File: config.mk
export PLATFORM = sky130hd
export DESIGN_NAME = temperature_to_segment_display
export DESIGN_NICKNAME = d
export VERILOG_FILES = /design/src/tseg_pkg.sv /design/src/tseg_reading.sv /design/src/temperature_to_segment_display.sv
export SDC_FILE = /design/constraint.sdc
export NUM_CORES = 1
export LEC_CHECK = 0
export ABC_AREA = 1
export CORE_MARGIN = 2
export CORE_UTILIZATION = 50
export DETAILED_ROUTE_END_ITERATION = 6
export DONT_BUFFER_PORTS = 1
export PLACE_DENSITY = 0.66
export SLEW_MARGIN = 20
export SYNTH_ARGS = -nofsm -noshare
export SYNTH_HDL_FRONTEND = slang
export SYNTH_SLANG_ARGS = --single-unit
File: constraint.sdc
create_clock -name clk -period 8.1 [get_ports clk]
set_clock_uncertainty 0.1 [all_clocks]
set_input_delay 1.62 -clock clk [delete_from_list [all_inputs] [get_ports clk]]
set_output_delay 1.62 -clock clk [all_outputs]
set_load 0.02 [all_outputs]
File: src/tseg_pkg.sv
// Shared types, constants and helper functions for the temperature display block.
// No dependencies; every other file refers to it by scoped names.
`default_nettype none

package tseg_pkg;

  // Input action codes
  localparam logic ACTION_READING = 1'b0;
  localparam logic ACTION_TICK    = 1'b1;

  // Display constants
  localparam logic [6:0] SIGN_MINUS     = 7'h40;
  localparam logic [7:0] DOT_BIT        = 8'h80;
  localparam logic [6:0] THRESHOLD_INIT = 7'd26;
  localparam logic [7:0] HUNDRED        = 8'd100;

  // Segment codes for one reading
  typedef struct packed {
    logic [6:0] sign_code;
    logic [7:0] hundreds_code;
    logic [7:0] tens_code;
    logic [7:0] units_code;
    logic [7:0] tenths_code;
    logic [7:0] hundredths_code;
  } digit_codes_t;

  // Two decimal digits of a value below one hundred
  typedef struct packed {
    logic [3:0] tens;
    logic [3:0] units;
  } digit_pair_t;

  // Seven-segment code of one decimal digit
  function automatic logic [7:0] seg_code(input logic [3:0] digit);
    logic [7:0] code;
    begin
      case (digit)
        4'd0:    code = 8'h3f;
        4'd1:    code = 8'h06;
        4'd2:    code = 8'h5b;
        4'd3:    code = 8'h4f;
        4'd4:    code = 8'h66;
        4'd5:    code = 8'h6d;
        4'd6:    code = 8'h7d;
        4'd7:    code = 8'h07;
        4'd8:    code = 8'h7f;
        4'd9:    code = 8'h6f;
        default: code = 8'h00;
      endcase
      return code;
    end
  endfunction

  // Split 0..99 into tens and units; x*205>>11 equals x/10 over this range
  function automatic digit_pair_t split_two(input logic [6:0] value);
    logic [14:0]  prod;
    logic [3:0]   tens;
    logic [6:0]   rest;
    digit_pair_t  pair;
    begin
      prod       = 15'(value) * 15'd205;
      tens       = prod[14:11];
      rest       = value - 7'(tens * 7'd10);
      pair.tens  = tens;
      pair.units = rest[3:0];
      return pair;
    end
  endfunction

endpackage

`default_nettype wire

File: src/tseg_reading.sv
// Converts one raw sensor reading into segment codes, sign and whole degrees.
// Depends on tseg_pkg for the segment table and the digit split.
`default_nettype none

module tseg_reading (
  input  wire logic [11:0]           raw_temp,
  output tseg_pkg::digit_codes_t     codes,
  output logic [6:0]                 kept,
  output logic                       negative
);

  logic [12:0]           mag;
  logic [7:0]            whole;
  logic                  over_hundred;
  logic [6:0]            whole_low;
  logic [8:0]            frac_prod;
  logic [6:0]            frac;
  tseg_pkg::digit_pair_t whole_pair;
  tseg_pkg::digit_pair_t frac_pair;

  // Take the magnitude; the most negative reading gives 2048
  assign negative = raw_temp[11];
  assign mag      = negative ? (13'd0 - {raw_temp[11], raw_temp}) : {1'b0, raw_temp};

  // Hundredths = mag*25/4: whole degrees are mag/16, fraction from the low nibble
  assign whole        = mag[11:4];
  assign over_hundred = (whole >= tseg_pkg::HUNDRED);
  assign whole_low    = over_hundred ? 7'(whole - tseg_pkg::HUNDRED) : whole[6:0];
  assign frac_prod    = 9'(mag[3:0]) * 9'd25;
  assign frac         = frac_prod[8:2];

  assign whole_pair = tseg_pkg::split_two(whole_low);
  assign frac_pair  = tseg_pkg::split_two(frac);

  // Encode the digits
  always_comb begin
    codes.sign_code       = negative ? tseg_pkg::SIGN_MINUS : 7'd0;
    codes.hundreds_code   = tseg_pkg::seg_code({3'd0, over_hundred});
    codes.tens_code       = tseg_pkg::seg_code(whole_pair.tens);
    codes.units_code      = tseg_pkg::seg_code(whole_pair.units) | tseg_pkg::DOT_BIT;
    codes.tenths_code     = tseg_pkg::seg_code(frac_pair.tens);
    codes.hundredths_code = tseg_pkg::seg_code(frac_pair.units);
  end

  assign kept = whole_low;

endmodule

`default_nettype wire

File: src/temperature_to_segment_display.sv
// An accepted transaction passes the input register, then the result register, one per cycle
// unless the output stalls; the reading path is a single short combinational pass.
// An input register and the result register decouple the two channels.
// Reset (rst, synchronous): display codes blank, whole degrees 0, fan and beeper off,
// alarm threshold 26, both pipeline stages empty.
// Depends on tseg_pkg and tseg_reading.
`default_nettype none

module temperature_to_segment_display (
  input  wire logic               clk,
  input  wire logic               rst,
  // configuration write
  input  wire logic               cfg_valid,
  output logic                    cfg_ready,
  input  wire logic [6:0]         cfg_data,
  // input channel
  input  wire logic               in_valid,
  output logic                    in_stall,
  input  wire logic               action,
  input  wire logic signed [11:0] raw_temp,
  // output channel
  output logic                    out_valid,
  input  wire logic               out_stall,
  output logic [6:0]              sign_segments,
  output logic [7:0]              hundreds_segments,
  output logic [7:0]              tens_segments,
  output logic [7:0]              units_segments,
  output logic [7:0]              tenths_segments,
  output logic [7:0]              hundredths_segments,
  output logic                    fan_on,
  output logic                    beep_level,
  output logic [6:0]              whole_degrees
);

  logic                   alarm_threshold;
  logic [6:0]             threshold;
  logic                   stage_valid;
  logic                   stage_action;
  logic [11:0]            stage_raw;
  logic                   advance;
  logic                   accept;
  tseg_pkg::digit_codes_t digit_codes;
  tseg_pkg::digit_codes_t new_codes;
  logic [6:0]             kept_degrees;
  logic [6:0]             new_kept;
  logic                   is_negative;
  logic                   new_negative;
  logic                   fan;
  logic                   beeper;

  // Threshold register
  assign cfg_ready = 1'b1;
  always_ff @(posedge clk) begin
    if (rst) begin
      threshold <= tseg_pkg::THRESHOLD_INIT;
    end else if (cfg_valid && cfg_ready) begin
      threshold <= cfg_data;
    end
  end

  // Handshake: advance the held transaction when the result register is free or drains
  assign advance  = stage_valid && (!out_valid || !out_stall);
  assign in_stall = stage_valid && !advance;
  assign accept   = in_valid && !in_stall;

  // Input register
  always_ff @(posedge clk) begin
    if (rst) begin
      stage_valid <= 1'b0;
    end else if (accept) begin
      stage_valid <= 1'b1;
    end else if (advance) begin
      stage_valid <= 1'b0;
    end
  end

  always_ff @(posedge clk) begin
    if (accept) begin
      stage_action <= action;
      stage_raw    <= raw_temp;
    end
  end

  // Reading conversion
  tseg_reading u_reading (
    .raw_temp (stage_raw),
    .codes    (new_codes),
    .kept     (new_kept),
    .negative (new_negative)
  );

  // Alarm decision on a tick
  assign alarm_threshold = !is_negative && (kept_degrees >= threshold);

  // State and result register
  always_ff @(posedge clk) begin
    if (rst) begin
      out_valid    <= 1'b0;
      digit_codes  <= '0;
      kept_degrees <= 7'd0;
      is_negative  <= 1'b0;
      fan          <= 1'b0;
      beeper       <= 1'b0;
    end else begin
      if (advance) begin
        out_valid <= 1'b1;
      end else if (!out_stall) begin
        out_valid <= 1'b0;
      end
      if (advance) begin
        if (stage_action == tseg_pkg::ACTION_TICK) begin
          fan <= alarm_threshold;
          if (alarm_threshold) begin
            beeper <= !beeper;
          end
        end else begin
          digit_codes  <= new_codes;
          kept_degrees <= new_kept;
          is_negative  <= new_negative;
        end
      end
    end
  end

  // Drive the result fields
  assign sign_segments       = digit_codes.sign_code;
  assign hundreds_segments   = digit_codes.hundreds_code;
  assign tens_segments       = digit_codes.tens_code;
  assign units_segments      = digit_codes.units_code;
  assign tenths_segments     = digit_codes.tenths_code;
  assign hundredths_segments = digit_codes.hundredths_code;
  assign fan_on              = fan;
  assign beep_level          = beeper;
  assign whole_degrees       = kept_degrees;

  // Fan turns on only after an advanced tick
  assert property (@(posedge clk) disable iff (rst)
    $rose(fan) |-> $past(advance && (stage_action == tseg_pkg::ACTION_TICK)))
    else $error("fan rose without a tick");

  // Beeper toggles only together with an alarming tick
  assert property (@(posedge clk) disable iff (rst)
    !$stable(beeper) |-> fan && $past(advance && (stage_action == tseg_pkg::ACTION_TICK)))
    else $error("beeper changed without an alarming tick");

  // A negative reading never alarms
  assert property (@(posedge clk) disable iff (rst)
    $rose(fan) |-> !is_negative)
    else $error("alarm raised on a negative reading");

  // Kept degrees stay below one hundred
  assert property (@(posedge clk) disable iff (rst)
    kept_degrees <= 7'd99)
    else $error("kept degrees out of range");

endmodule

`default_nettype wire

==> results_dict.tcl, run 1 <==
set metrics [dict create \
    run_status "complete, no violations" \
    cpMostUsedCell "inv_1" \
    nFillCells 1065 \
    grt_max_degree 54 \
    avgRoutedWirePerCell_microns 13.95 \
    end_kind "flip-flop" \
    cap_violations 0 \
    cp_slowest_cell "fa_1" \
    finalCriticalPeriod_ns 7.213 \
    die_w_microns 110.9 \
    grt_pass1_vias 4397 \
    final_max_slew_viol_count 0 \
    io_buffers 0 \
    drt-total-wl_microns 11910 \
    core_sq_mm 0.01127 \
    clk_latency_ns 0.34 \
    cts_setup_buffers 0 \
    antenna_found_initial 0 \
    synthDistinctLibCells 45 \
    cp_slowest_stage_delay_ns 0.62 \
    cts_made_buffers 9 \
    worst_pin_slew_ns 1.011 \
    die_area_sq_mm 0.01230 \
    yosys-top-cells-area "ha_1, dfxtp_1, nand2_1, inv_1, edfxtp_1" \
    slew_headroom_pct 32.15 \
    grt_overflow 0 \
    setup_viol 0 \
    start_util_pct 50.69 \
    drc 0 \
    dp_hpwl_microns 9616 \
    crit_buf_inv 9 \
    dr.pass1.iters 4 \
    fin_tns_setup_ns 0 \
    fmax_ghz 0.1386 \
    grt_setup_unrepaired "false" \
    finalHoldViolCount 0 \
    track_usage_pct 20.20 \
    h-tree-depth 3 \
    cp-start-kind "flip-flop" \
    async_flop_share_pct 0 \
    cp_max_fo 10 \
    cts_sinks 62 \
    layout-drive-gt1-share_pct 8.720 \
    crit_family "adder cells" \
    syn_inst 715 \
    area_delta_synth_final_pct 5.605 \
    final_common_cell "nand2_1" \
    antennaDiodeCount 0 \
    syn_area_sq_mm 0.005714 \
    synth_warnings 0 \
    cts_resized 0 \
    yosysSeqAreaShare_pct 24.00 \
    synth.top_cell.area_share_pct 22.55 \
    final_nets 852 \
    gp_congestion 0.8842 \
    final_cell_mix "nand2_1, inv_1, ha_1" \
    path_class "flip-flop to flip-flop" \
    ios 84 \
    avgSynthCellArea_sq_um 7.992 \
    synth-seq-cells 62 \
    fp-row-count 39 \
    grt_pass1_wl_microns 20300 \
    clockBufferDepth 2 \
    fp.dieH_microns 110.9 \
    ff2ff_setup_slack_ns 0.89 \
    required_ns 8.26 \
    ant_nets 0 \
    min_path_type "flip-flop to flip-flop" \
    path_clk_slew_ns 0.05 \
    vias_per_cell 5.210 \
    synth_top_cell_by_area "ha_1" \
    cp_data_arrival_time_ns 7.37 \
    tritoncts "built" \
    synth_ff_type "dfxtp_1" \
    num_vias 4449 \
    hold_buffers 0 \
    drt-initial-drc-count 194 \
    synth-edff-count 13 \
    clockRootBuffer "clkbuf_16" \
    fin_crit_sh_pct 89.05 \
]
==> layout make-up <==
cell class,instances,area [sq um],area share (%)
Timing Repair Buffer,1,7.507,0.1244
Sequential cell,62,1371,22.72
Clock buffer,11,254.0,4.209
Inverter,116,435.4,7.215
Multi-Input combinational cell,516,3756,62.24
Clock inverter,5,31.28,0.5183
Tap cell,143,178.9,2.965
==> kinds of logic (layout without fill, tap and decap cells) <==
group	Yosys count	after routing	share of synthesized area (%)
buf+inv	147	133	11.06
flops	62	62	24.00
compound gates	119	119	12.11
other cells	2	12	0.1314
fa+ha+maj	121	121	28.86
simple gates	244	244	19.73
xor+xnor	20	20	4.117
==> state kept, by name, summed over array words and instances, names as in the netlist <==
| register | flops |
|---|---|
| sign_segments | 1 |
| threshold | 7 |
| hundredths_segments | 7 |
| out_valid | 1 |
| units_segments | 7 |
| whole_degrees | 7 |
| tens_segments | 7 |
| beep_level | 1 |
| fan_on | 1 |
| stage_valid | 1 |
| tenths_segments | 7 |
| hundreds_segments | 2 |
| stage_raw | 12 |
| stage_action | 1 |
==> path summary, 6_finish.rpt <==
kind | start | to | cells after the start
min | threshold[6] | threshold[6] | 2
max reg2reg | stage_raw[0] | hundredths_segments[6] | 35
min reg2reg | threshold[6] | threshold[6] | 2
max | stage_raw[0] | hundredths_segments[6] | 35
==> routing by layer <==
| layer | part of all wire, % | track usage [%] |
|---|---|---|
| met1 | 43 | 23.15 |
| met5 | 0 | 0 |
| met4 | 2.1 | 8.000 |
| met2 | 51 | 36.69 |
| met3 | 3.5 | 4.155 |
==> cell usage after synthesis, types with 4 or more instances <==
cell type	count
o21a_1	8
a21oi_1	43
nor2_1	29
buf_2	4
o21ai_0	45
edfxtp_1	13
nand2_1	134
nor3_1	5
nand3_2	7
clkbuf_1	8
nand3_1	34
nand4_1	6
fa_1	18
dfxtp_1	49
buf_4	18
or2_2	6
xor2_1	10
a31oi_1	4
nand2_2	12
ha_1	103
inv_1	113
xnor2_1	5
o211ai_1	6
==> worst register-to-register path: cells and delay by family (launching register included) <==
kind / cells / cell delay (ns)
compound gates: 4 / 0.54
fa+ha+maj: 10 / 3.52
simple gates: 9 / 0.90
xor+xnor: 3 / 0.92
flops: 1 / 0.41
buf+inv: 9 / 0.74
==> per-stage QoR <==
step                worst slack, ns  area (sq um)  hold WS [ns]  cells  utilization (%)
floorplan                     1.488          5752        0.3331    725                -
global route                 0.3578          6035        0.3965    854            53.54
global placement              1.147          5749        0.3548    838            51.00
CTS                          0.8693          6035        0.3748    854            53.54
detailed placement           0.8819          5749        0.3658    838            51.00
finish                       0.8871          6035        0.3698    854            53.54
Power of run 1 is left out: the tool's default activity adds up to more than one toggle a clock period on the data nets, which glitch-free logic cannot reach.
==> run 2: changes to the inputs <==
--- a/config.mk
+++ b/config.mk
@@ -8,8 +8,10 @@
 export ABC_AREA = 1
 export CORE_MARGIN = 2
 export CORE_UTILIZATION = 50
+export CTS_CLUSTER_SIZE = 28
 export DETAILED_ROUTE_END_ITERATION = 6
 export DONT_BUFFER_PORTS = 1
+export MAX_ROUTING_LAYER = met4
 export PLACE_DENSITY = 0.66
 export SLEW_MARGIN = 20
 export SYNTH_ARGS = -nofsm -noshare
==> results_dict.tcl, run 2 (same netlist as run 1, synthesis figures left out) <==
set metrics [dict create \
    cp_slowest_stage_delay_ns 0.62 \
    num_vias 4439 \
    reg2regPathDepth 35 \
    cts_made_buffers 9 \
    slew_headroom_pct 31.48 \
    area_delta_synth_final_pct 5.605 \
    path_clk_slew_ns 0.05 \
    fp.dieH_microns 110.9 \
    die_w_microns 110.9 \
    layout-drive-gt1-share_pct 8.720 \
    rr_endpoint "hundredths_segments[6]" \
    routed.top_layer "met4" \
    fp-row-count 39 \
    cap_violations 0 \
    gp_congestion 0.8990 \
    start_util_pct 50.69 \
    cp_max_fo 10 \
    grt_max_degree 54 \
    wl_met3_microns 411 \
    dr.pass1.iters 4 \
    worst_pin_slew_ns 1.022 \
    hold_end "threshold[6]" \
    required_ns 8.26 \
    ff2ff_setup_slack_ns 0.89 \
    end_kind "flip-flop" \
    io_buffers 0 \
    cts_sinks 62 \
    finalHoldViolCount 0 \
    wl_met2_microns 6090 \
    drt-initial-drc-count 173 \
    final_nets 852 \
    drc 0 \
    cp-start-kind "flip-flop" \
    holdPathStages 2 \
    cts_setup_buffers 0 \
    grt_overflow 0 \
    clockBufferDepth 2 \
    ios 84 \
    grt_pass1_wl_microns 20300 \
    grt_pass1_vias 4399 \
    regMostFlops "stage_raw" \
    clk_latency_ns 0.34 \
    setup_viol 0 \
    tritoncts "built" \
    fin_crit_sh_pct 89.01 \
    h-tree-depth 3 \
    cp_data_arrival_time_ns 7.37 \
    run_status "complete, no violations" \
    fmax_ghz 0.1387 \
    antennaDiodeCount 0 \
    cpMostUsedCell "inv_1" \
    drt-total-wl_microns 11940 \
    finalCriticalPeriod_ns 7.210 \
    final_common_cell "nand2_1" \
    vias_per_cell 5.198 \
    final_max_slew_viol_count 0 \
    fin_tns_setup_ns 0 \
    core_sq_mm 0.01127 \
    clockRootBuffer "clkbuf_16" \
    final_cell_mix "nand2_1, inv_1, ha_1" \
    ant_nets 0 \
    min_path_type "flip-flop to flip-flop" \
    cp_slowest_cell "fa_1" \
    largest_register_ffs 12 \
    die_area_sq_mm 0.01230 \
    nFillCells 1065 \
    regToRegStartpoint "stage_raw[0]" \
    dp_hpwl_microns 9616 \
    wl_met1_microns 5203 \
    cts_resized 0 \
    grt_setup_unrepaired "false" \
    hold_buffers 0 \
    track_usage_pct 20.76 \
    avgRoutedWirePerCell_microns 13.98 \
    antenna_found_initial 0 \
    path_class "flip-flop to flip-flop" \
    hold_start "threshold[6]" \
]
==> run 2: worst max path at each step <==
stage                      start                      to  cells past startpoint  slack [ns]
floorplan           stage_raw[0]  hundredths_segments[2]                     34        1.49
global placement    stage_raw[0]  hundredths_segments[6]                     35        1.15
detailed placement  stage_raw[0]  hundredths_segments[6]                     35        0.88
CTS                 stage_raw[0]  hundredths_segments[6]                     35        0.87
global route        stage_raw[0]  hundredths_segments[6]                     33        0.36
finish              stage_raw[0]  hundredths_segments[6]                     35        0.89
==> run 2: stage by stage <==
stage          setup WS [ns]  utilization (%)  area, sq um  cells  hold slack (ns)
2_1_floorplan          1.488                -         5752    725           0.3331
3_3_place_gp           1.147            51.00         5749    838           0.3548
3_5_place_dp          0.8819            51.00         5749    838           0.3658
4_1_cts               0.8693            53.54         6035    854           0.3748
5_1_grt               0.3583            53.54         6035    854           0.3965
6_report              0.8900            53.54         6035    854           0.3703
==> run 2: per-layer routing <==
| layer | up-vias | GRT usage (%) |
|---|---|---|
| met5 | - | - |
| li1 | 2294 | - |
| met4 | 0 | 7.250 |
| met3 | 16 | 4.647 |
| met1 | 2081 | 23.01 |
| met2 | 48 | 36.77 |
==> run 2: worst max-delay path: cells and delay by family (launching register included) <==
kind	cells	cell delay (ns)
AOI/OAI and AO/OA	4	0.53
xor gates and xnor gates	3	0.92
adders and majority gates	10	3.52
buffers and inverters	9	0.74
DFF	1	0.41
and+or+nand+nor	9	0.90
==> run 2: cell type report <==
type	count	area (sq um)	share of cell area [%]
clock buffers	11	254.0	4.209
clock inverters	5	31.28	0.5183
inverters	116	435.4	7.215
multi-input cells	516	3756	62.24
flip-flops and latches	62	1371	22.72
well taps	143	178.9	2.965
repair buffers	1	7.507	0.1244
Power of run 2 is left out for the same reason.
